## config.mk

```make
export PLATFORM = sky130hd
export DESIGN_NAME = mts_ctrl
export DESIGN_NICKNAME = d
export VERILOG_FILES = /design/src/mts_pkg.sv /design/src/mts_ctrl.sv
export SDC_FILE = /design/constraint.sdc
export NUM_CORES = 1
export LEC_CHECK = 0
export ABC_AREA = 0
export BUFFER_PORTS_ARGS = -buffer_cell sky130_fd_sc_hd__clkbuf_2
export CAP_MARGIN = 30
export CORE_AREA = 2 2 39 41
export DETAILED_ROUTE_END_ITERATION = 16
export DIE_AREA = 0 0 41 43
export PLACE_DENSITY = 0.5
export SLEW_MARGIN = 20
export SYNTH_ARGS = -nofsm -noshare
export SYNTH_HDL_FRONTEND = slang
export SYNTH_SLANG_ARGS = --single-unit
export TNS_END_PERCENT = 20
```

## constraint.sdc

```tcl
create_clock -name clk -period 1.7 [get_ports clk]
set_input_delay 0.34 -clock clk [delete_from_list [all_inputs] [get_ports clk]]
set_output_delay 0.34 -clock clk [all_outputs]
set_load 0.005 [all_outputs]
```

## src/mts_pkg.sv

```systemverilog
// ----------------------------------------------------------------------------
// mts_pkg
// Shared types and codes for the max-tracking stack: request and response
// payloads, operation and status codes, controller command and status.
// ----------------------------------------------------------------------------
package mts_pkg;

  // Operation codes
  localparam logic OP_PUSH = 1'b0;
  localparam logic OP_POP  = 1'b1;

  // Result status codes
  localparam logic [1:0] ST_OK         = 2'd0;
  localparam logic [1:0] ST_POP_EMPTY  = 2'd1;
  localparam logic [1:0] ST_PUSH_FULL  = 2'd2;

  // Request payload
  typedef struct packed {
    logic               op;
    logic signed [31:0] value;
  } req_t;

  // Response payload
  typedef struct packed {
    logic signed [31:0] popped_value;
    logic signed [31:0] current_max;
    logic               is_empty;
    logic        [1:0]  status;
  } rsp_t;

  // Controller to datapath
  typedef struct packed {
    logic load;  // capture the accepted request
    logic exec;  // apply the operation to the stacks
    logic fill;  // reload the cached tops from memory
  } dp_cmd_t;

  // Datapath to controller
  typedef struct packed {
    logic fill_needed;  // valid during exec: a cached top must be reloaded
  } dp_stat_t;

endpackage

```

## src/mts_ctrl.sv

```systemverilog
// ----------------------------------------------------------------------------
// mts_ctrl
// Sequencer for one request at a time: accept, execute, optional refill of
// the cached tops, then hold the response until it is taken.
// ----------------------------------------------------------------------------
module mts_ctrl (
  input  logic              clk,
  input  logic              rst,
  input  logic              req_valid,
  output logic              req_ready,
  output logic              rsp_valid,
  input  logic              rsp_ready,
  input  mts_pkg::dp_stat_t stat,
  output mts_pkg::dp_cmd_t  cmd
);
  import mts_pkg::*;

  typedef enum logic [1:0] {
    S_IDLE,
    S_EXEC,
    S_FILL,
    S_DONE
  } state_t;

  state_t state;

  // Commands to the datapath
  always_comb begin
    cmd.load = req_valid && req_ready;
    cmd.exec = (state == S_EXEC);
    cmd.fill = (state == S_FILL);
  end

  // Advance the sequence; ready and valid are registered
  always_ff @(posedge clk) begin
    if (rst) begin
      state     <= S_IDLE;
      req_ready <= 1'b1;
      rsp_valid <= 1'b0;
    end else begin
      case (state)
        S_IDLE: begin
          if (req_valid) begin
            state     <= S_EXEC;
            req_ready <= 1'b0;
          end
        end
        S_EXEC: begin
          if (stat.fill_needed) begin
            state <= S_FILL;
          end else begin
            state     <= S_DONE;
            rsp_valid <= 1'b1;
          end
        end
        S_FILL: begin
          state     <= S_DONE;
          rsp_valid <= 1'b1;
        end
        S_DONE: begin
          if (rsp_ready) begin
            state     <= S_IDLE;
            rsp_valid <= 1'b0;
            req_ready <= 1'b1;
          end
        end
        default: begin
          state     <= S_IDLE;
          req_ready <= 1'b1;
          rsp_valid <= 1'b0;
        end
      endcase
    end
  end

  // Never take a request while a response is pending
  a_one_in_flight: assert property (@(posedge clk) disable iff (rst)
    !(req_ready && rsp_valid))
    else $error("request accepted with response pending");

  // Response is offered only once the work is finished
  a_valid_in_done: assert property (@(posedge clk) disable iff (rst)
    rsp_valid |-> (state == S_DONE))
    else $error("response offered before completion");

  // Requests are taken only while idle
  a_ready_in_idle: assert property (@(posedge clk) disable iff (rst)
    req_ready |-> (state == S_IDLE))
    else $error("request ready outside idle");

endmodule

```

==> flow_summary.yaml <==
clock_tree:
  clk_path_buf_depth: 2
  cts.sinks: 4
  cts_hold_buf: 0
  cts_tree: "yes"
  postCtsSetupRepairBufs: 0
  cts_htree_levels: 1
  root_buffer: "clkbuf_4"
  clk_latency_ps: 230
  clkTransAtPathRegs_ps: 40
  cts_inserted_buffers: 3
  cts_resized: 0
logic_synthesis:
  yosysSeqAreaShare_pct: 28.7
  yosys_warnings: 0
  synth_area_per_cell_um2: 9.00
  syn_nets: 41
  synth-seq-cells: 4
  netlist_area_um2: 279
  syn-instance-count: 31
  yosysUniqueCellTypes: 16
final_layout:
  final_core_util_pct: 26.5
  nets: 55
  antenna_cells: 0
  stdcell_area_um2: 367
  layout-drive-gt1-share_pct: 34.9
  area_delta_synth_final_pct: 31.4
setup_path:
  cp_slowest_stage_delay_ps: 400
  cp.required_ps: 1360
  slowest_stage: "dfxtp_1"
  cp_cell_sequence: "inv_1 -> ha_1 -> clkbuf_2"
  startpoint_type: "flop"
  cp_num_buf_inv: 2
  worst-setup-path-type: "flop to output pin"
  cp_top_family: "flip-flops"
  critical_path_arrival_ps: 1070
  critPathCaptureType: "output pin"
  crit_fanout: 5
floorplan:
  die_w_um: 41
  floorplan.io_pins: 10
  dieArea_mm2: 0.00176
  start_util_pct: 20.2
  num_rows: 14
  die_y_um: 43
  core-area_mm2: 0.00138
power:
  irDropWorstVdd_mv: 0.586
  p_leak_uw: 0.000186
  p_per_area_mw_per_mm2: 1590
job:
  drv_cap: 0
placed_design:
  routabilityCongestion: 0.720
  preCtsSetupSlack_ps: 291
  placed_cell_area_um2: 344
  port_buffers: 9
  dp_hpwl_um: 446
sta:
  fin_setup_tns_ps: 0
  setup_ws_ps: 295
  whs_ps: 321
  finalMaxSlewViolations: 0
  period_minus_slack_ps: 1410
  tightest_slew_ps: 187
  fmax_mhz: 712
  skew_ps: 0.718
  finalSetupViolations: 0
  slew_headroom_pct: 87.5
  rsz0062_at_grt: "no"
  finalHoldViolations: 0
  min_period_over_period_pct: 82.7
route:
  viasPerCell: 4.10
  wl_per_cell_um: 9.54
  drt_pass1_iterations: 2
  postRouteWirelength_um: 563
  drtIter0Drc: 4
  post-route-drc-count: 0
  ant_nets: 0
  routed-via-count: 242
grt:
  grt_remaining_overflow: 0
  grt_pass1_vias: 215
  grt_pass1_wl_um: 910
  antenna_found_initial: 0
  grt_max_degree: 6
  track_usage_pct: 8.22
status:
  outcome: "finished, final reports clean"
worst_hold_path:
  hold_class: "primary input to flop"
==> routing by layer <==
metal,GRT usage (%),vias up,share of wire [%]
met5,0,-,0
met4,10.0,0,3.4
met3,1.57,2,8.3
li1,-,138,-
met1,11.2,93,54
met2,9.06,9,34
==> worst reg2reg max path: cells and delay by family (launching register included) <==
kind                     cells  cell delay (ps)
adder cells (fa/ha/maj)      1              270
buffers and inverters        1              110
flip-flops                   1              410
AND/OR/NAND/NOR              1               80
AO/OA/AOI/OAI                2              430
==> logic make-up after synthesis <==
group | count (synthesis) | share of synthesized area [%]
AOI/OAI and AO/OA | 10 | 26.0
and+or+nand+nor | 8 | 17.5
adders and majority gates | 5 | 22.4
buffers and inverters | 4 | 5.38
DFF | 4 | 28.7
==> final cells by class <==
cell class	instances	area (µm²)
clock buffers	3	22.5
fillers	155	1020
inverters	4	15.0
multi-input cells	23	184
flip-flops and latches	4	80.1
well taps	16	20.0
repair buffers	9	45.0
==> power breakdown <==
group	total [µW]	switching [µW]	internal (µW)
registers	179	43.1	136
logic	287	153	134
clock network	118	38.9	79.0
==> cells in the final DEF (no fill, tap or decap), drive strengths merged <==
cell type / instances
nand3: 1
a41o: 1
a32o: 1
clkbuf: 12
ha: 5
o21ai: 1
inv: 4
and2: 1
nor2: 1
a21o: 1
a21oi: 5
o211ai: 1
nand2b: 3
nand2: 2
dfxtp: 4
==> metrics by stage <==
stage	power, µW	cells
after floorplan	382	31
after global placement	468	56
after detailed placement	469	56
after CTS	595	59
after global routing	647	59
final	583	59
==> state kept, by name (all words and copies together) (netlist names) <==
signal / cells
state: 2
rsp_valid: 1
req_ready: 1
==> worst paths after layout <==
check	to	start	cells after the start	slack, ps
min reg2reg	rsp_valid$_SDFFE_PP0P_	rsp_valid$_SDFFE_PP0P_	1	500
min	state[1]$_SDFFE_PP0P_	rst	2	320
max	cmd[1]	state[1]$_SDFFE_PP0P_	3	290
max reg2reg	rsp_valid$_SDFFE_PP0P_	state[0]$_SDFFE_PP0P_	5	300
==> synth_stat cells <==
cell type	n	area [µm²]
ha_1	5	62.6
dfxtp_1	4	80.1
inv_1	4	15.0
a21oi_1	3	15.0
a21oi_2	2	17.5
nand2_1	2	7.51
nand2b_1	2	12.5
a21o_1	1	7.51
a32o_1	1	10.0
a41o_1	1	10.0
and2_1	1	6.26
nand2b_4	1	13.8
nand3_1	1	5.00
nor2_1	1	3.75
o211ai_1	1	7.51
o21ai_1	1	5.00
(Power assumes the default switching activity.)
